## src/rtl/rmq_pkg.sv

```systemverilog
// Package with types, constants and helpers for the rotation matrix to quaternion block
`timescale 1ns / 1ps
package rmq_pkg;

    localparam int FRAC_BITS = 14;
    // width of the signed square-root argument and of its magnitude
    localparam int AW = (FRAC_BITS > 16) ? FRAC_BITS + 2 : 19;
    localparam int AM = AW - 1;
    // root bits, remainder bits, divider datapath bits
    localparam int SQW = (AM + FRAC_BITS + 1) / 2;
    localparam int RW = SQW + 2;
    localparam int DW = SQW + FRAC_BITS + 3;
    // width of a sum or difference of two elements, and quotient bits
    localparam int EW = 17;
    localparam int QW = FRAC_BITS + 1;
    // queue between front and back
    localparam int FIFO_DEPTH = 4;
    localparam int PW = 2;
    localparam int CW = 3;

    localparam logic [DW-1:0] ONE_D = DW'(1) << FRAC_BITS;
    localparam logic [DW-1:0] LIM_P = (ONE_D > DW'(32767)) ? DW'(32767) : ONE_D;
    localparam logic [DW-1:0] LIM_N = (ONE_D > DW'(32768)) ? DW'(32768) : ONE_D;

    // which component takes the square root
    typedef enum logic [1:0] {
        BR_W,
        BR_X,
        BR_Y,
        BR_Z
    } br_t;

    typedef struct packed {
        logic [AM-1:0]        a;
        logic [2:0][EW-1:0]   d;
        br_t                  br;
        logic                 degen;
    } item_t;

    typedef struct packed {
        br_t                  br;
        logic                 degen;
        logic [2:0]           neg;
        logic [2:0][EW-1:0]   mag;
    } meta_t;

    typedef struct packed {
        logic [CW-1:0] count;
        logic          empty;
        logic          full;
    } fifo_stat_t;

    // clamp a magnitude to one and to the 16-bit range, then apply the sign
    function automatic logic [15:0] sat16(input logic [DW-1:0] mag, input logic neg);
        logic [DW-1:0] lim;
        logic [DW-1:0] m;
        lim = neg ? LIM_N : LIM_P;
        m = (mag > lim) ? lim : mag;
        return neg ? 16'(-m) : 16'(m);
    endfunction

endpackage

```

## src/rtl/rmq_front.sv

```systemverilog
// Front stage: branch selection, square-root argument and off-diagonal terms
`timescale 1ns / 1ps
module rmq_front (
    input  logic                 aclk,
    input  logic                 aresetn,
    input  logic                 s_valid,
    output logic                 s_ready,
    input  logic signed [15:0]   s_m00,
    input  logic signed [15:0]   s_m01,
    input  logic signed [15:0]   s_m02,
    input  logic signed [15:0]   s_m10,
    input  logic signed [15:0]   s_m11,
    input  logic signed [15:0]   s_m12,
    input  logic signed [15:0]   s_m20,
    input  logic signed [15:0]   s_m21,
    input  logic signed [15:0]   s_m22,
    output logic                 item_valid,
    output rmq_pkg::item_t       item,
    input  logic                 fifo_full
);
    import rmq_pkg::*;

    localparam logic signed [AW-1:0] ONE_A = AW'(1) << FRAC_BITS;

    logic signed [AW-1:0] e00, e11, e22, trace, a_raw, a_fix;
    logic signed [EW-1:0] d0, d1, d2;
    br_t                  br;
    logic                 degen;
    logic                 vld_reg, vld_next;
    item_t                item_reg, item_next;
    logic                 take;

    // diagonal and trace
    always_comb begin
        e00 = AW'(s_m00);
        e11 = AW'(s_m11);
        e22 = AW'(s_m22);
        trace = e00 + e11 + e22;
    end

    // branch choice, ties go to the lower index
    always_comb begin
        if (trace > 0) begin
            br = BR_W;
        end else if (s_m00 < s_m11) begin
            br = (s_m11 < s_m22) ? BR_Z : BR_Y;
        end else begin
            br = (s_m00 < s_m22) ? BR_Z : BR_X;
        end
    end

    // argument and the three terms, ordered as the back reassembles them
    always_comb begin
        unique case (br)
            BR_W: begin
                a_raw = trace + ONE_A;
                d0 = EW'(s_m21) - EW'(s_m12);
                d1 = EW'(s_m02) - EW'(s_m20);
                d2 = EW'(s_m10) - EW'(s_m01);
            end
            BR_X: begin
                a_raw = e00 - e11 - e22 + ONE_A;
                d0 = EW'(s_m21) - EW'(s_m12);
                d1 = EW'(s_m10) + EW'(s_m01);
                d2 = EW'(s_m20) + EW'(s_m02);
            end
            BR_Y: begin
                a_raw = e11 - e22 - e00 + ONE_A;
                d0 = EW'(s_m02) - EW'(s_m20);
                d1 = EW'(s_m21) + EW'(s_m12);
                d2 = EW'(s_m01) + EW'(s_m10);
            end
            default: begin
                a_raw = e22 - e00 - e11 + ONE_A;
                d0 = EW'(s_m10) - EW'(s_m01);
                d1 = EW'(s_m02) + EW'(s_m20);
                d2 = EW'(s_m12) + EW'(s_m21);
            end
        endcase
        degen = (a_raw <= 0);
        a_fix = degen ? AW'(1) : a_raw;
    end

    // front register
    assign take    = vld_reg && !fifo_full;
    assign s_ready = !vld_reg || take;

    always_comb begin
        vld_next = vld_reg;
        item_next = item_reg;
        if (take) begin
            vld_next = 1'b0;
        end
        if (s_valid && s_ready) begin
            vld_next = 1'b1;
            item_next.a = a_fix[AM-1:0];
            item_next.d = {d2, d1, d0};
            item_next.br = br;
            item_next.degen = degen;
        end
    end

    always_ff @(posedge aclk) begin
        if (!aresetn) begin
            vld_reg <= 1'b0;
        end else begin
            vld_reg <= vld_next;
        end
        item_reg <= item_next;
    end

    assign item_valid = take;
    assign item = item_reg;

endmodule

```

## config.mk

```make
export PLATFORM = sky130hd
export DESIGN_NAME = rmq_front
export DESIGN_NICKNAME = d
export VERILOG_FILES = /design/src/rtl/rmq_pkg.sv /design/src/rtl/rmq_front.sv
export SDC_FILE = /design/constraint.sdc
export NUM_CORES = 1
export LEC_CHECK = 0
export BUFFER_PORTS_ARGS = -buffer_cell sky130_fd_sc_hd__buf_4
export CORE_MARGIN = 5
export CORE_UTILIZATION = 50
export DETAILED_ROUTE_END_ITERATION = 8
export GPL_TIMING_DRIVEN = 0
export HOLD_SLACK_MARGIN = 0.06
export MAX_ROUTING_LAYER = met4
export PLACE_DENSITY = 0.76
export SLEW_MARGIN = 0
export SYNTH_ARGS = -nofsm -noshare
export SYNTH_HDL_FRONTEND = slang
export SYNTH_SLANG_ARGS = --single-unit
```

## constraint.sdc

```tcl
create_clock -name aclk -period 5.5 [get_ports aclk]
set_input_delay 1.1 -clock aclk [delete_from_list [all_inputs] [get_ports aclk]]
set_output_delay 1.1 -clock aclk [all_outputs]
set_load 0.01 [all_outputs]
```

==> metrics.md, run 1 <==
| Metric | Value |
|---|---|
| Outcome | `complete, but fails checks` |
| Failing checks | `setup timing` |
| Startpoint types | `input port` |
| Critical path arrival | `5.80 ns` |
| Finished Cell Area | `approximately 19000 sq um` |
| M1 GR Usage | `44.2%` |
| First-pass DRT Iterations | `6` |
| Yosys top cell area share | `about a quarter` |
| Die ar. | `34600 sq um` |
| First-pass GRT wire length | `81200 microns` |
| Top_reg_cell synth | `edfxtp_1` |
| Worst skew pair latency | `0.34 ns` |
| Largest net degree at the start of global routing | `43` |
| Synthesized flop and latch total | `73` |
| H-tree levels | `3` |
| Final WS setup | `-0.105 ns` |
| Residual DRC | `0` |
| Met2 Track Usage GR | `46.6%` |
| Skew final | `0.00813 ns` |
| Num rows | `64` |
| Placed inst area | `17800 sq um` |
| Starting Density | `between 50% and 60%` |
| GR peak layer | `met2` |
| Slew HR | `11.4%` |
| Fin nets | `2603` |
| Crit path capture type | `register` |
| Crit Path Category | `input port to register` |
| Buffers on Ports | `221` |
| Sequential fraction of the synthesis area | `14.1%` |
| CP Max Fanout | `7` |
| Clock root cell | `clkbuf_16` |
| Final setup fails | `2` |
| Max Fclk | `approximately 0.18 GHz` |
| DPL Wire Length | `44200 microns` |
| Routing usage on met3 | `3.07%` |
| Lkg Pwr | `8.57 nW` |
| DRT iter0 DRCs | `1592` |
| Peak supply drop | `0.176 mV` |
| GP Congestion | `0.966` |
| Final hold vios | `0` |
| RSZ-0062 raised after global routing | `yes` |
| Worst Tran Pin Value | `1.29 ns` |
| Hold/Removal Path Class | `register to register` |
| Grt total ovfl | `0` |
| Post-Syn Instances | `1812` |
| TritonCTS Buffers | `9` |
| Post-place setup slack | `-1.43 ns` |
| TNS Setup | `-0.205 ns` |
| Synthesized area per cell | `8.55 sq um` |
| Layout cells sized above 1 | `18.3%` |
| Largest register FFs | `72` |
| ANT cells | `0` |
| Post-synth top area cell | `ha_1` |
| CTS max path bufs | `2` |
| Vias per cell | `6.12` |
| Crit path time final | `5.61 ns` |
| PD cells | `279 nW/um^2` |
| Yosys cell types | `90` |
| Chip width | `186 microns` |
| Die Ht | `186 microns` |
| Largest cells by area after synthesis | `ha_1 24%, edfxtp_1 14%, fa_1 10%, xnor2_1 5.1%, inv_1 4.8%` |
| Final hold slack | `approximately 0.56 ns` |
| Vias in the first global route | `14600` |
| Detailed Route WL | `53900 microns` |
| CTS Hold Buffers Added | `0` |
| I/O pin total | `222` |
| GRT Util Overall | `around 31%` |
| Syn_nets | `2336` |
| Number of synthesized flops with an enable pin | `72` |
| Wire per inst | `21.7 microns` |
| WP data required | `5.69 ns` |
| Synth Warn # | `0` |
| Area growth syn-to-layout | `21.6%` |
| Core area | `~30000 sq um` |
| CTS tree | `yes` |
| Clock sinks | `73` |
| Synthesized cell area | `~15000 sq um` |
| Initial antenna violation count | `0` |
| Number of routed nets with antenna violations | `0` |
| Slew Limit Fails | `0` |
| Via count | `15200` |
| Clk pin slew, worst setup/hold paths | `0.06 ns` |
| Final worst path period share | `102%` |
| Max-Cap Viols | `0` |
| Asr flop ratio synth | `0%` |
stage by stage:
step	instances	total power, W	utilization, %
after floorplan	1812	0.00311	-
after global placement	2429	0.00425	58.0
after detailed placement	2430	0.00429	58.1
after CTS	2469	0.00507	60.8
after global routing	2480	0.00557	61.6
final	2480	0.00525	61.6
cell usage in the layout, fill, tap and decap left out, types with 33 or more instances in the layout:
master	n
a21oi_1	113
buf_4	249
clkbuf_1	35
edfxtp_1	72
fa_1	69
ha_1	289
inv_1	196
nand2_1	76
nor2_1	122
nor2b_1	40
nor3_1	57
o21ai_0	78
o22ai_1	33
xnor2_1	89
kinds of logic after synthesis:
group / count (synthesis) / share of synthesized area, %
xor gates and xnor gates: 121 / 6.84
muxes: 14 / 0.937
and+or+nand+nor: 435 / 13.9
adders and majority gates: 376 / 34.2
buffers and inverters: 258 / 6.44
AOI/OAI and AO/OA: 535 / 23.6
DFF: 73 / 14.1
metal layers:
layer	routed length [microns]	vias up
li1	-	7026
met5	0	-
met4	1700	0
met3	3900	108
met2	24000	700
met1	24300	7334
area by class of cell:
type | instances | area (sq um)
Multi-Input combinational cell | 1481 | 12800
Clock inverter | 7 | 47.5
Timing Repair Buffer | 263 | 2070
Fill cell | 2760 | 11800
Clock buffer | 9 | 225
Inverter | 198 | 751
Buffer | 53 | 300
Tap cell | 396 | 495
Sequential cell | 73 | 2180
cells in the mapped netlist, drive strengths merged (16+ instances only):
master	instances
xor2	31
o21a	18
o211ai	24
fa	79
clkbuf	46
xnor2	90
inv	198
edfxtp	72
ha	297
or3	20
nor2b	40
o21bai	20
nand2b	27
a211oi	16
nor2	125
a21o	24
a21oi	119
nand2	79
a22oi	27
nor3	59
o21ai	99
o22ai	34
nand3	27
path summary, 6_finish.rpt:
path | from | end | slack (ns) | depth (start not counted)
max reg2reg | vld_reg | item[49] | 3.97 | 3
min reg2reg | vld_reg | vld_reg | 0.56 | 2
max | s_m11[8] | item[54] | -0.11 | 21
min | vld_reg | vld_reg | 0.56 | 2
power breakdown:
| group | internal [W] | switching [W] | leakage, nW |
|---|---|---|---|
| registers | 0.000816 | 0.0000462 | 0.710 |
| clock network | 0.000305 | 0.000261 | 0.131 |
| logic | 0.00157 | 0.00225 | 7.73 |
critical path, cell delays in order:
cell and delay, ns:
buf_6 0.11, fa_2 0.64, ha_4 0.25, and2_4 0.16
and3_4 0.18, a311oi_4 0.33, o21ai_2 0.10, a21o_1 0.19
a21oi_2 0.16, xnor2_2 0.18, ha_4 0.21, nand2_2 0.05
nor3_2 0.09, nand4_1 0.11, buf_6 0.16, or4_4 0.61
nand2_8 0.15, mux2i_2 0.30, nand4_1 0.17, a211o_1 0.36
o21ai_1 0.15
what timing repair did:
item / 4_1_cts / 5_1_grt
gates cloned: 1 / 0
setup endpoints to repair: 72 / 71
gates resized for setup: 86 / 56
pin swaps: 35 / 35
buffers inserted: 25 / 17
No activity file was read; power rests on OpenSTA's default activity.
==> run 2, diff against run 1 <==
==> constraint.sdc (replaced) <==
create_clock -name aclk -period 5.5 [get_ports aclk]
set_input_delay 0.55 -clock aclk [delete_from_list [all_inputs] [get_ports aclk]]
set_output_delay 0.55 -clock aclk [all_outputs]
set_load 0.01 [all_outputs]
==> run 2 against run 1 <==
The flow now finishes without violations; setup slack gained 0.21 ns; fmax up 3.9%; sequential share of layout area up 0.30 points; total power is 0.11% higher; critical path type unchanged; sequential power about the same; first-iteration DRC count down 14%.
==> metrics.md, run 2 (synthesis results as in run 1) <==
| Metric | Value |
|---|---|
| Final hold vios | `0 (unchanged)` |
| Area growth syn-to-layout | `18.6%` |
| Crit path capture type | `register` |
| Placed inst area | `17700 sq um (-0.58%)` |
| Fin nets | `2584 (-0.73%)` |
| Reg2Reg Setup Slack | `4.06 ns (+0.09 ns)` |
| Finished Cell Area | `18400 sq um (-2.5%)` |
| Detailed Route WL | `53000 microns (-1.6%)` |
| WL met3 | `3920 microns (+0.46%)` |
| Reg2Reg Depth | `3 (unchanged)` |
| Final hold slack | `0.413 ns (-0.146 ns)` |
| Wire per inst | `21.5 microns (-0.88%)` |
| GP Congestion | `0.995 (+3.0%)` |
| Crit path to | `item[65]` |
| CTS tree | `yes` |
| Most common cell after layout, fill and taps aside | `ha_1` |
| Via count | `14900 (-1.6%)` |
| Slew Limit Fails | `0 (unchanged)` |
| Slew HR | `26.5% (+15 points)` |
| H-tree levels | `3 (unchanged)` |
| Largest net degree at the start of global routing | `53 (+23%)` |
| Grt total ovfl | `0 (unchanged)` |
| CP Max Fanout | `10 (+3)` |
| Startpoint types | `input port` |
| Die Ht | `186 microns (unchanged)` |
| Combinational share of power | `68.6% (-4.2 points)` |
| First-pass DRT Iterations | `6 (unchanged)` |
| Buffers on Ports | `221 (unchanged)` |
| FILL cells | `2749 (-0.40%)` |
| Worst skew pair latency | `0.36 ns (+0.02 ns)` |
| Hold/Removal Path Class | `input port to register` |
| DRT met1 WL | `23400 microns (-3.5%)` |
| Number of routed nets with antenna violations | `0 (unchanged)` |
| Clock sinks | `73 (unchanged)` |
| GRT Util Overall | `30.4% (-0.46 points)` |
| ANT cells | `0 (unchanged)` |
| PD cells | `286 nW/um^2 (+2.7%)` |
| Vias per cell | `6.07 (-0.80%)` |
| NetSw | `0.00247 W (-3.4%)` |
| Num rows | `64 (unchanged)` |
| Largest register FFs | `72 (unchanged)` |
| CTS max path bufs | `2 (unchanged)` |
| Lkg Pwr | `8.44 nW (-1.6%)` |
| Max-Cap Viols | `0 (unchanged)` |
| Most frequent cells in the layout | `293 x ha_1, 242 x buf_4, 196 x inv_1` |
| Skew final | `0.00810 ns (-0.0000296 ns)` |
| Final worst path period share | `98.0% (-3.9 points)` |
| Internal power | `0.00278 W (+3.5%)` |
| Starting Density | `50.6% (unchanged)` |
| Residual DRC | `0 (unchanged)` |
| DPL Wire Length | `43800 microns (-0.88%)` |
| Vias in the first global route | `14100 (-2.9%)` |
| CTS Hold Buffers Added | `0 (unchanged)` |
| Met2 WL | `24400 microns (+1.8%)` |
| Clk pin slew, worst setup/hold paths | `0.06 ns (about the same)` |
| Clock share of power | `15.1% (+4.3 points)` |
| Clock root cell | `clkbuf_16` |
| Worst R2R End | `item[35]` |
| Switching Share | `47.0% (-1.7 points)` |
| First-pass GRT wire length | `79500 microns (-2.1%)` |
| WP data required | `5.58 ns (-0.11 ns)` |
| Initial antenna violation count | `0 (unchanged)` |
| Top layer used by detailed routing | `met4` |
| Chip width | `186 microns (unchanged)` |
| Final setup fails | `0 (-2)` |
| Layout cells sized above 1 | `15.7% (-2.6 points)` |
| Die ar. | `34600 sq um (unchanged)` |
| Core area | `30600 sq um (unchanged)` |
| Worst setup startpoint | `s_m22[2]` |
| Flop pwr share | `16.4% (about the same)` |
| Peak supply drop | `0.171 mV (-2.4%)` |
| Crit Path Category | `input port to register` |
| Outcome | `finished, final reports clean` |
| Max Fclk | `0.185 GHz (+3.9%)` |
| TritonCTS Buffers | `9 (unchanged)` |
| RR Startpoint | `vld_reg` |
| I/O pin total | `222 (unchanged)` |
| Worst Tran Pin Value | `1.07 ns (-0.220 ns)` |
| Critical path arrival | `5.47 ns (-0.33 ns)` |
| Crit path time final | `5.39 ns (-0.213 ns)` |
| DRT iter0 DRCs | `1372 (-14%)` |
==> run 2: changes by cell type in the layout (fill, tap and decap cells not counted), sizes merged <==
| cell | change |
|---|---|
| buf | -26 |
| bufinv | +5 |
| clkbuf | +8 |
| clkinv | -4 |
| clkinvlp | -1 |
| inv | -1 |
==> run 2: worst max-delay path, cell delays in order <==
cell and delay [ns]:
buf_4 0.13, fa_2 0.58, ha_1 0.25, a211oi_2 0.31, o21ai_2 0.14, a311oi_2 0.38, o21ai_2 0.11, a21o_1 0.20
a21oi_2 0.18, xnor2_2 0.17, ha_2 0.28, nand2_1 0.08, nor3_2 0.15, nand4_1 0.10, buf_4 0.19, or4_4 0.48
buf_6 0.17, nand2_8 0.12, and2_1 0.13, clkbuf_1 0.32, buf_2 0.32, nor3_1 0.14
==> run 2: power by group through the flow <==
stage	combinational [W]	clock [W]	sequential, W
3_5_place_dp	0.00337	0	0.000869
5_1_grt	0.00387	0.000819	0.000873
3_3_place_gp	0.00333	0	0.000871
4_1_cts	0.00346	0.000795	0.000862
2_1_floorplan	0.00213	0	0.000931
6_report	0.00360	0.000792	0.000861
==> run 2: metrics by stage <==
step                      total power [W]  cells  util, %  TNS, ns  setup slack, ns
after detailed placement          0.00424   2430     57.8   -65.82            -1.33
final                             0.00526   2461     60.0        0            0.108
after global placement            0.00420   2429     57.7   -69.42            -1.40
after CTS                         0.00512   2455     59.6        0          0.00769
after floorplan                   0.00306   1812        -        0            0.154
after global routing              0.00557   2461     60.0  -0.0165          -0.0165
==> run 2: worst min-delay path by stage <==
stage             from       to  slack (ns)  cells past startpoint
6_report       aresetn  vld_reg        0.41                      2
5_1_grt        aresetn  vld_reg        0.44                      2
4_1_cts        aresetn  vld_reg        0.41                      2
3_5_place_dp   vld_reg  vld_reg        0.53                      2
3_3_place_gp   vld_reg  vld_reg        0.50                      2
2_1_floorplan  vld_reg  vld_reg        0.49                      2
==> run 2: area by class of cell <==
type	count	area [sq um]	share of cell area, %
Inverter	198	747	4.07
Clock buffer	10	229	1.25
Timing Repair Buffer	237	1800	9.79
Tap cell	396	495	2.70
Multi-Input combinational cell	1481	12500	67.9
Sequential cell	73	2180	11.9
Clock inverter	6	154	0.838
Buffer	60	287	1.56
==> run 2: repair_timing <==
action                                  CTS  global route
setup buffers                             9             6
endpoints found under the setup margin   71            51
pin swaps                                10            12
gates resized for setup                  38            20
==> run 2: metal layers <==
layer,GRT usage (%),vias to the layer above
met5,-,-
met3,2.64,79
met4,6.67,0
met2,48.3,696
li1,-,6992
met1,42.5,7164
