[src/rtl/rmq_pkg.sv]
// Package with types, constants and helpers for the rotation matrix to quaternion block
`timescale 1ns / 1ps
package rmq_pkg;

    localparam int FRAC_BITS = 14;
    // width of the signed square-root argument and of its magnitude
    localparam int AW = (FRAC_BITS > 16) ? FRAC_BITS + 2 : 19;
    localparam int AM = AW - 1;
    // root bits, remainder bits, divider datapath bits
    localparam int SQW = (AM + FRAC_BITS + 1) / 2;
    localparam int RW = SQW + 2;
    localparam int DW = SQW + FRAC_BITS + 3;
    // width of a sum or difference of two elements, and quotient bits
    localparam int EW = 17;
    localparam int QW = FRAC_BITS + 1;
    // queue between front and back
    localparam int FIFO_DEPTH = 4;
    localparam int PW = 2;
    localparam int CW = 3;

    localparam logic [DW-1:0] ONE_D = DW'(1) << FRAC_BITS;
    localparam logic [DW-1:0] LIM_P = (ONE_D > DW'(32767)) ? DW'(32767) : ONE_D;
    localparam logic [DW-1:0] LIM_N = (ONE_D > DW'(32768)) ? DW'(32768) : ONE_D;

    // which component takes the square root
    typedef enum logic [1:0] {
        BR_W,
        BR_X,
        BR_Y,
        BR_Z
    } br_t;

    typedef struct packed {
        logic [AM-1:0]        a;
        logic [2:0][EW-1:0]   d;
        br_t                  br;
        logic                 degen;
    } item_t;

    typedef struct packed {
        br_t                  br;
        logic                 degen;
        logic [2:0]           neg;
        logic [2:0][EW-1:0]   mag;
    } meta_t;

    typedef struct packed {
        logic [CW-1:0] count;
        logic          empty;
        logic          full;
    } fifo_stat_t;

    // clamp a magnitude to one and to the 16-bit range, then apply the sign
    function automatic logic [15:0] sat16(input logic [DW-1:0] mag, input logic neg);
        logic [DW-1:0] lim;
        logic [DW-1:0] m;
        lim = neg ? LIM_N : LIM_P;
        m = (mag > lim) ? lim : mag;
        return neg ? 16'(-m) : 16'(m);
    endfunction

endpackage

[src/rtl/rmq_fifo.sv]
// Short queue between front and back
`timescale 1ns / 1ps
module rmq_fifo (
    input  logic                 aclk,
    input  logic                 aresetn,
    input  logic                 push,
    input  rmq_pkg::item_t       wr_item,
    input  logic                 pop,
    output rmq_pkg::item_t       rd_item,
    output rmq_pkg::fifo_stat_t  stat
);
    import rmq_pkg::*;

    item_t          mem [0:FIFO_DEPTH-1];
    logic [PW-1:0]  wr_ptr_reg, rd_ptr_reg;
    logic [CW-1:0]  count_reg;

    // pointers and fill level
    always_ff @(posedge aclk) begin
        if (!aresetn) begin
            wr_ptr_reg <= '0;
            rd_ptr_reg <= '0;
            count_reg  <= '0;
        end else begin
            if (push) begin
                wr_ptr_reg <= wr_ptr_reg + PW'(1);
            end
            if (pop) begin
                rd_ptr_reg <= rd_ptr_reg + PW'(1);
            end
            count_reg <= count_reg + CW'(push) - CW'(pop);
        end
    end

    // storage
    always_ff @(posedge aclk) begin
        if (push) begin
            mem[wr_ptr_reg] <= wr_item;
        end
    end

    assign rd_item    = mem[rd_ptr_reg];
    assign stat.count = count_reg;
    assign stat.empty = (count_reg == '0);
    assign stat.full  = (count_reg == CW'(FIFO_DEPTH));

endmodule

[config.mk]
export PLATFORM = sky130hd
export DESIGN_NAME = rmq_fifo
export DESIGN_NICKNAME = d
export VERILOG_FILES = /design/src/rtl/rmq_pkg.sv /design/src/rtl/rmq_fifo.sv
export SDC_FILE = /design/constraint.sdc
export NUM_CORES = 1
export LEC_CHECK = 0
export ABC_CLOCK_PERIOD_IN_PS = 2600
export BUFFER_PORTS_ARGS = -buffer_cell sky130_fd_sc_hd__buf_4
export CAP_MARGIN = 25
export CORE_UTILIZATION = 46
export CTS_BUF_LIST = sky130_fd_sc_hd__clkbuf_2 sky130_fd_sc_hd__clkbuf_4 sky130_fd_sc_hd__clkbuf_8
export CTS_CLUSTER_DIAMETER = 40
export DETAILED_ROUTE_END_ITERATION = 12
export HOLD_SLACK_MARGIN = 0.12
export PLACE_DENSITY_LB_ADDON = 0.3
export SYNTH_ARGS = -nofsm -noshare
export SYNTH_HDL_FRONTEND = slang
export SYNTH_SLANG_ARGS = --single-unit
[constraint.sdc]
create_clock -name aclk -period 2.6 [get_ports aclk]
set_input_delay 0.13 -clock aclk [delete_from_list [all_inputs] [get_ports aclk]]
set_output_delay 0.13 -clock aclk [all_outputs]
set_load 0.01 [all_outputs]
==> results of run 1 <==
==> worst max-delay path: cells and delay by family, from the launching register on <==
| family | cells | cell delay [ns] |
|---|---|---|
| mux | 1 | 0.59 |
| buf+inv | 2 | 0.53 |
| flops | 1 | 0.39 |
==> final cells by class <==
type	count	area, um^2
clock inverter	23	238
tap	313	392
inverter	7	26.3
antenna	1	2.50
fill	1595	8650
timing repair buffer	241	2070
clock buffer	65	820
sequential	297	8840
multi-input combinational	99	1880
==> timing repair <==
item / 4_1_cts / 5_1_grt
buffers inserted: 0 / 0
gates resized for setup: 0 / 0
hold endpoints to repair: 300 / 0
hold buffers: 75 / 0
==> stage by stage <==
| step | power (uW) | hold WS [ns] | utilization, % | instances | instance area [um^2] |
|---|---|---|---|---|---|
| floorplan | 6310 | 0.229 | - | 419 | 10900 |
| global placement | 6830 | 0.328 | 54.3 | 882 | 12500 |
| detailed placement | 6870 | 0.333 | 54.3 | 882 | 12500 |
| CTS | 11300 | 0.275 | 62.2 | 1045 | 14300 |
| global route | 11600 | 0.292 | 62.2 | 1046 | 14300 |
| finish | 11100 | 0.333 | 62.2 | 1046 | 14300 |
==> cell usage in the layout, fill, tap and decap left out, drive strengths merged, types with 2 or more instances in the layout <==
cell,Yosys,final
edfxtp,288,288
bufinv,0,5
dlygate4sd3,0,75
and2,6,6
dfxtp,9,9
clkinv,0,15
nor2,5,5
inv,7,9
clkbuf,1,65
mux4,72,72
xnor2,2,2
buf,15,166
ha,6,6
==> final timing paths <==
kind,cells after the start,slack [ns],end
setup / recovery,3,0.42,rd_item[30]
hold / removal,2,0.33,mem[2][42]$_DFFE_PP_
setup reg to reg,7,0.75,count_reg[2]$_SDFF_PN0_
hold reg to reg,2,0.56,flip-flop
==> synth_stat cells <==
cell type and n:
fa_1 1, xnor2_1 2, clkbuf_1 1, buf_2 7, and3_1 1, a21oi_1 1, nor3_1 1, edfxtp_1 288
ha_1 6, buf_6 1, mux2i_1 1, buf_12 7, inv_1 7, dfxtp_1 9, a21bo_2 1, xor3_1 1
nor2_1 5, nand3b_1 1, mux4_1 2, mux4_2 70, and2_1 6
==> where the power goes <==
group	switching, uW	internal (uW)
Clock	1740	2560
Combinational	565	701
Sequential	77.9	5500
==> kinds of logic after synthesis <==
kind of cell	after synthesis	synth area share [%]
flip-flops	297	80.9
multiplexers	73	15.0
buffers and inverters	23	1.98
AND/OR/NAND/NOR	14	0.688
adder cells (fa/ha/maj)	7	0.872
XOR/XNOR	3	0.378
AO/OA/AOI/OAI	2	0.138
==> routing by layer <==
layer	global-route usage (%)	vias up	routed length, um
met5	0	-	0
met4	5.56	0	305
met3	4.56	30	1240
met2	29.8	187	10600
met1	20.6	2684	7920
li1	-	2347	-
==> metrics.cfg, run 1 <==
[grt]
grt-ovfl-total=0
grt_util_all_layers_pct=17.1
grt_pass1_vias=5844
grt_max_degree=45
grt_pass1_wl_um=31100
antenna_found_initial=1

[floorplan]
fp-row-count=55
core_area_mm2=0.0229
io_pins=153
die_area_mm2=0.0243
dieWidth_um=156
initial_utilization_pct=47.6
die_h_um=156

[place]
routabilityCongestion=0.735
place_hpwl_um=11600
port_buffers=152
post-place-ws_ns=0.749

[clock_tree]
htreeDepth=2
cts.sinks=297
clk_latency_ns=0.54
cts_tree=built
clk_pin_slew_worst_paths_ns=0.06
clock_path_buffers=3
cts_root_buf=clkbuf_8
cts_made_buffers=50

[timing]
rsz0062_at_grt=false
hold_viol_final=0
setup_viol=0
min_period_ns=2.18
setup_ws_ns=0.417
maxSlewViolCount=0
worst_slew_pin_slew_ns=0.689
fin_tns_setup_ns=0
max_freq_ghz=0.458
slew_headroom_pct=54.1
period_share_pct=84.0
clock_skew_ns=0.0228

[critical_path]
cpPeakStageDelay_ns=0.59
cp_common_cell=buf_4
r2r_start=count_reg[0]$_SDFF_PN0_
worst_ep_arrival_time_ns=2.05
cp-end-kind=output port
cp_slowest_cell=mux4_2
critPathRequiredTime_ns=2.47
crit_path_max_fanout=19
start_kind=flip-flop
path_cells=buf_4, mux4_2, buf_4
critPathKind=reg2out

[logic_synthesis]
syn-num-nets=502
yosys.cell_types.count=21
netlist.area_leader.share_pct=79.3
syn_inst=419
synth_seq_cells=297
synth.cell_area_mm2=0.0109
yosysTopAreaCell=edfxtp_1
syn_area_per_cell_um2=26.0
ys_warn_count=0
yosysSeqAreaShare_pct=80.9
synth.area.top_cells=edfxtp_1 79%, mux4_2 14%, dfxtp_1 1.7%, buf_12 1.3%, ha_1 0.69%

[final_layout]
largest_register_ff_count=288
layout-drive-gt1-share_pct=43.9
syn2layout_area_growth_pct=30.7
final_nets=779

[outcome]
status=completed

[routing]
dr.pass1.iters=4
routed_wl_um=20100
ant_nets=0
initialDrtViolationCount=228
detail_route.wl_per_cell_um=19.2
dr_total_vias=5248
vias_per_cell=5.02
drc=0

[power]
power_leakage_uw=0.00496
power_density_mw_per_mm2=781
irDropWorstVdd_uv=651

[flow_run]
cap_violations=0

[min_path]
hp-start=wr_item[42]
hold_class=in2reg

Power figures use the tool's default switching activity.
==> run 2: changes to the inputs <==
Settings changed: ABC_CLOCK_PERIOD_IN_PS 2600 to 2000.
Clock period 2.6 ns to 2 ns, I/O delays scaled along.
==> run 2 against run 1 <==
The flow now finishes with violations (negative setup slack). Register-to-register slack lost 0.64 ns. Sequential share of layout area shrank 2.5 points. Final cell count is 0.76% higher. Power up 33%. Core utilization grew 2.6 points. Critical path type unchanged. Largest power group unchanged.
==> metrics.cfg, run 2 (same netlist as run 1, synthesis figures left out) <==
[grt]
antenna_found_initial=1  ; unchanged
grt_max_degree=38  ; -16%
grt_util_all_layers_pct=18.1  ; +1.0 points
grt-ovfl-total=0  ; unchanged
grt_pass1_vias=5965  ; +2.1%
grt_pass1_wl_um=32600  ; +4.9%

[clock_tree]
cts_made_buffers=48  ; -4.0%
clock_path_buffers=3  ; unchanged
htreeDepth=2  ; unchanged
cts.sinks=297  ; unchanged
clk_latency_ns=0.54  ; about the same
clk_pin_slew_worst_paths_ns=0.06  ; about the same
cts_tree=built
cts_root_buf=clkbuf_8

[critical_path]
cp-end-kind=output port
crit_path_max_fanout=8  ; -11
r2r_start=count_reg[0]$_SDFF_PN0_
critPathRequiredTime_ns=1.90  ; -0.57 ns
start_kind=flip-flop
path_cells=buf_12, buf_12, buf_16, mux4_2, buf_6
worst_ep_arrival_time_ns=1.95  ; -0.10 ns
critPathKind=reg2out
cp_slowest_cell=mux4_2
cp_common_cell=buf_12
cpPeakStageDelay_ns=0.51  ; -0.08 ns

[timing]
hold_viol_final=0  ; unchanged
min_period_ns=2.05
fin_tns_setup_ns=-0.776  ; -0.776 ns
maxSlewViolCount=0  ; unchanged
holdWs_ns=0.309  ; -0.0236 ns
setup_viol=28  ; +28
clock_skew_ns=0.0193  ; -0.00354 ns
rsz0062_at_grt=true
worst_slew_pin_slew_ns=0.343  ; -0.346 ns
setup_ws_ns=-0.0456  ; -0.463 ns
max_freq_ghz=0.489
period_share_pct=102
slew_headroom_pct=77.1  ; +23 points

[power]
p_total_uw=14800  ; +33%
irDropWorstVdd_uv=656  ; +0.80%
power_density_mw_per_mm2=998  ; +28%
power_leakage_uw=0.00517  ; +4.3%

[routing]
ant_nets=0  ; unchanged
vias_per_cell=5.03  ; +0.19%
drc=0  ; unchanged
dr_total_vias=5298  ; +0.95%
initialDrtViolationCount=162  ; -29%
routed_wl_um=21100  ; +5.1%
dr.pass1.iters=5  ; +1
detail_route.wl_per_cell_um=20.0  ; +4.3%

[place]
port_buffers=152  ; unchanged
place_hpwl_um=11700  ; +1.1%
placement.cell_area_mm2=0.0125  ; +0.50%
routabilityCongestion=0.707  ; -3.8%

[min_path]
hp-start=wr_item[30]
hold_class=in2reg

[final_layout]
seqCellArea_mm2=0.00884  ; about the same
final_nets=787  ; +1.0%
final_cell_mix=288 x edfxtp_1, 82 x buf_4, 75 x dlygate4sd3_1, 72 x mux4_2, 72 x buf_6
largest_register_ff_count=288  ; unchanged
layout-drive-gt1-share_pct=44.8  ; +0.95 points
final_common_cell=edfxtp_1
fin_area_mm2=0.0149  ; +4.1%
syn2layout_area_growth_pct=36.1
diodes=0  ; -1
multi_input_area_mm2=0.00187  ; -0.40%
num-fill-cells=1491  ; -6.5%

[outcome]
status=finished, violations left
violations=negative setup slack

[floorplan]
dieWidth_um=156  ; unchanged
initial_utilization_pct=47.6  ; unchanged
io_pins=153  ; unchanged
core_area_mm2=0.0229  ; unchanged
die_h_um=156  ; unchanged
fp-row-count=55  ; unchanged
die_area_mm2=0.0243  ; unchanged

[flow_run]
cap_violations=0  ; unchanged

run 2: path summary, 6_finish.rpt:
kind | cells past startpoint | slack (ns) | to
min reg2reg | 2 | 0.56 | flip-flop
max reg2reg | 7 | 0.11 | count_reg[2]$_SDFF_PN0_
max | 5 | -0.05 | rd_item[23]
min | 2 | 0.31 | mem[3][30]$_DFFE_PP_
run 2: through the flow:
step                      setup WS (ns)  utilization [%]  instances
after floorplan                   0.122                -        419
after global placement            0.220             54.6        882
after detailed placement         0.0769             54.6        882
after CTS                        -0.105             64.5       1053
after global routing             -0.143             64.8       1054
final                           -0.0456             64.8       1054
run 2: cell type report:
| type | count | share of cell area, % |
|---|---|---|
| sequential | 297 | 59.5 |
| inverter | 7 | 0.177 |
| timing repair buffer | 251 | 18.0 |
| tap | 313 | 2.64 |
| clock buffer | 67 | 5.66 |
| multi-input combinational | 99 | 12.6 |
| clock inverter | 20 | 1.44 |
run 2: per-layer routing:
metal / global-route usage, % / up-vias / share of wire, %
met3: 4.61 / 38 / 5.3
met2: 31.7 / 154 / 53
met1: 22.3 / 2737 / 40
met4: 5.32 / 2 / 1.7
met5: 0 / - / 0.066
li1: - / 2367 / -
run 2: critical path: cells and delay by family, from the launching register on:
family | cells | cell delay, ns
buffers and inverters | 4 | 0.51
DFF | 1 | 0.39
muxes | 1 | 0.51
run 2: power by group:
group          total, uW  internal, uW  switching [uW]
clock network       5580          3360            2230
registers           7240          7150            89.6
logic               1990          1160             832
total              14800         11700            3150
run 2: what timing repair did:
item,in CTS,in global routing
endpoints found under the setup margin,72,73
hold buffers,75,0
hold endpoints to repair,297,0
buffers inserted,4,0
gates resized for setup,74,11
cloned,5,1
==> run 3: changes to the inputs <==
Settings changed: CTS_BUF_LIST sky130_fd_sc_hd__clkbuf_2 sky130_fd_sc_hd__clkbuf_4 sky130_fd_sc_hd__clkbuf_8 to default.
==> run 3 against run 2 <==
The run now ends clean. Clock skew fell by 0.011 ns. Largest cell class unchanged. Combinational power is 5% lower. First-iteration DRC count rose by 9.9%. Highest routed layer is now met4. Die area unchanged. Clock power rose by 9.0%. Design area fell by 0.75%. Clock-buffer cell count fell by 21. Power increased by 2.7%. Critical endpoint is now rd_item[44]. Sequential share of layout area is 0.45 points higher. Setup slack better by 0.068 ns. Routed wire length shrank 0.73%. Non-clock buffer count shrank 1.
==> metrics.cfg, run 3 (same netlist as run 1, synthesis figures left out) <==
[outcome]
status=completed

[routing]
dr_total_vias=5277  ; -0.40%
initialDrtViolationCount=178  ; +9.9%
routed_wl_um=20900  ; -0.73%
detail_route.wl_per_cell_um=20.4  ; +1.9%
ant_nets=0  ; unchanged
dr.pass1.iters=4  ; -1
drc=0  ; unchanged
vias_per_cell=5.14  ; +2.2%

[timing]
rsz0062_at_grt=true
min_period_ns=1.98  ; -0.0683 ns
max_freq_ghz=0.506  ; +3.5%
hold_viol_final=0  ; unchanged
slew_headroom_pct=76.4  ; -0.68 points
maxSlewViolCount=0  ; unchanged
period_share_pct=98.9  ; -3.4 points
worst_slew_pin_slew_ns=0.354  ; +0.0101 ns
holdWs_ns=0.348  ; +0.0388 ns
clock_skew_ns=0.00875  ; -0.0105 ns
setup_ws_ns=0.0227  ; +0.0683 ns
setup_viol=0  ; -100%

[final_layout]
final_cell_mix=288 x edfxtp_1, 114 x buf_4, 75 x dlygate4sd3_1, 72 x mux4_2
final_nets=773  ; -1.8%
layout-drive-gt1-share_pct=42.6  ; -2.2 points
stdcell_count=1027  ; -2.6%
largest_register_ff_count=288  ; unchanged
fin_area_mm2=0.0147  ; -0.75%
syn2layout_area_growth_pct=35.1
num-fill-cells=1512  ; +1.4%
final_common_cell=edfxtp_1

[critical_path]
reg2reg_setup_slack_ns=0.23  ; +0.12 ns
cp-end-kind=output port
crit_path_max_fanout=8  ; unchanged
r2r-end=count_reg[2]$_SDFF_PN0_
worst_ep_arrival_time_ns=1.88  ; -0.07 ns
path_cells=buf_12, clkbuf_16, mux4_2, buf_6
critPathRequiredTime_ns=1.90  ; about the same
reg2regPathDepth=7  ; unchanged
start_kind=flip-flop
endpoint=rd_item[44]
critPathKind=reg2out
cp_slowest_cell=mux4_2
cpPeakStageDelay_ns=0.53  ; +0.02 ns
r2r_start=count_reg[0]$_SDFF_PN0_

[clock_tree]
htreeDepth=2  ; unchanged
clk_latency_ns=0.50  ; -0.04 ns
clk_pin_slew_worst_paths_ns=0.06  ; about the same
cts_made_buffers=35  ; -27%
cts_root_buf=clkbuf_16
cts.sinks=297  ; unchanged
cts_tree=built
clock_path_buffers=3  ; unchanged

[place]
dp_cells=882  ; unchanged
post-place-ws_ns=0.0769  ; unchanged
port_buffers=152  ; unchanged
routabilityCongestion=0.707  ; unchanged
placement.cell_area_mm2=0.0125  ; unchanged
place_hpwl_um=11700  ; unchanged

[grt]
grt_util_all_layers_pct=17.4  ; -0.72 points
antenna_found_initial=1  ; unchanged
grt_max_degree=38  ; unchanged
grt-ovfl-total=0  ; unchanged
grt_pass1_vias=5831  ; -2.2%
grt_pass1_wl_um=31600  ; -3.1%

[min_path]
hold_class=in2reg

[floorplan]
fp-row-count=55  ; unchanged
initial_utilization_pct=47.6  ; unchanged
core_area_mm2=0.0229  ; unchanged
die_h_um=156  ; unchanged
io_pins=153  ; unchanged
dieWidth_um=156  ; unchanged
die_area_mm2=0.0243  ; unchanged

[power]
irDropWorstVdd_uv=705  ; +7.5%
power_leakage_uw=0.00511  ; -1.1%
power_density_mw_per_mm2=1030  ; +3.5%

[flow_run]
cap_violations=0  ; unchanged

run 3: cell types whose count changed in the layout (fill, tap and decap cells not counted), sizes merged:
cell,delta
clkbuf,-18
clkinvlp,-1
diode,+1
clkinv,-6
buf,-4
bufinv,-2
inv,+3
run 3: worst min-delay path by stage:
stage,startpoint,slack [ns],depth (start not counted),endpoint
floorplan,wr_item[0],0.20,0,mem[0][0]$_DFFE_PP_
global placement,wr_item[12],0.30,1,mem[1][12]$_DFFE_PP_
detailed placement,wr_item[34],0.30,1,mem[0][34]$_DFFE_PP_
CTS,wr_item[15],0.32,2,mem[3][15]$_DFFE_PP_
global route,wr_item[2],0.34,2,mem[1][2]$_DFFE_PP_
finish,wr_item[35],0.35,2,mem[0][35]$_DFFE_PP_
run 3: power by group:
part           internal [uW]  switching [uW]
clock                   3800            2280
combinational           1080             816
sequential              7150            93.1
total                  12000            3190
run 3: timing repair:
action | in CTS | in global routing
endpoints found under the setup margin | 41 | 63
pin swaps | 0 | 1
gates resized for setup | 35 | 16
setup buffers | 0 | 3
gates cloned | 0 | 6
hold buffers | 75 | 0
endpoints found under the hold margin | 297 | 0
run 3: cell type report:
cell class | instances | area [um^2] | share of cell area [%]
Clock inverter | 14 | 153 | 1.04
Multi-Input combinational cell | 99 | 1870 | 12.7
Inverter | 7 | 26.3 | 0.178
Clock buffer | 46 | 970 | 6.58
Sequential cell | 297 | 8840 | 59.9
Timing Repair Buffer | 250 | 2490 | 16.9
Antenna cell | 1 | 2.50 | 0.0170
Tap cell | 313 | 392 | 2.66
run 3: worst max-delay path: cells and delay by family (launching register included):
kind / cells / cell delay, ns
buf+inv: 3 / 0.45
flops: 1 / 0.39
mux: 1 / 0.53
run 3: per-layer routing:
| layer | vias to the layer above | wire length (um) | GRT usage (%) |
|---|---|---|---|
| li1 | 2339 | - | - |
| met1 | 2759 | 8370 | 21.2 |
| met2 | 153 | 11000 | 30.6 |
| met3 | 26 | 1200 | 4.19 |
| met4 | 0 | 310 | 5.51 |
| met5 | - | 0 | 0 |
run 3: metrics by stage:
step                      TNS [ns]  util, %  power [uW]
after floorplan                  0        -        8200
after global placement           0     54.6        8900
after detailed placement         0     54.6        8960
after CTS                   -0.790     63.4       15200
after global routing        -0.505     64.3       15800
final                            0     64.3       15200
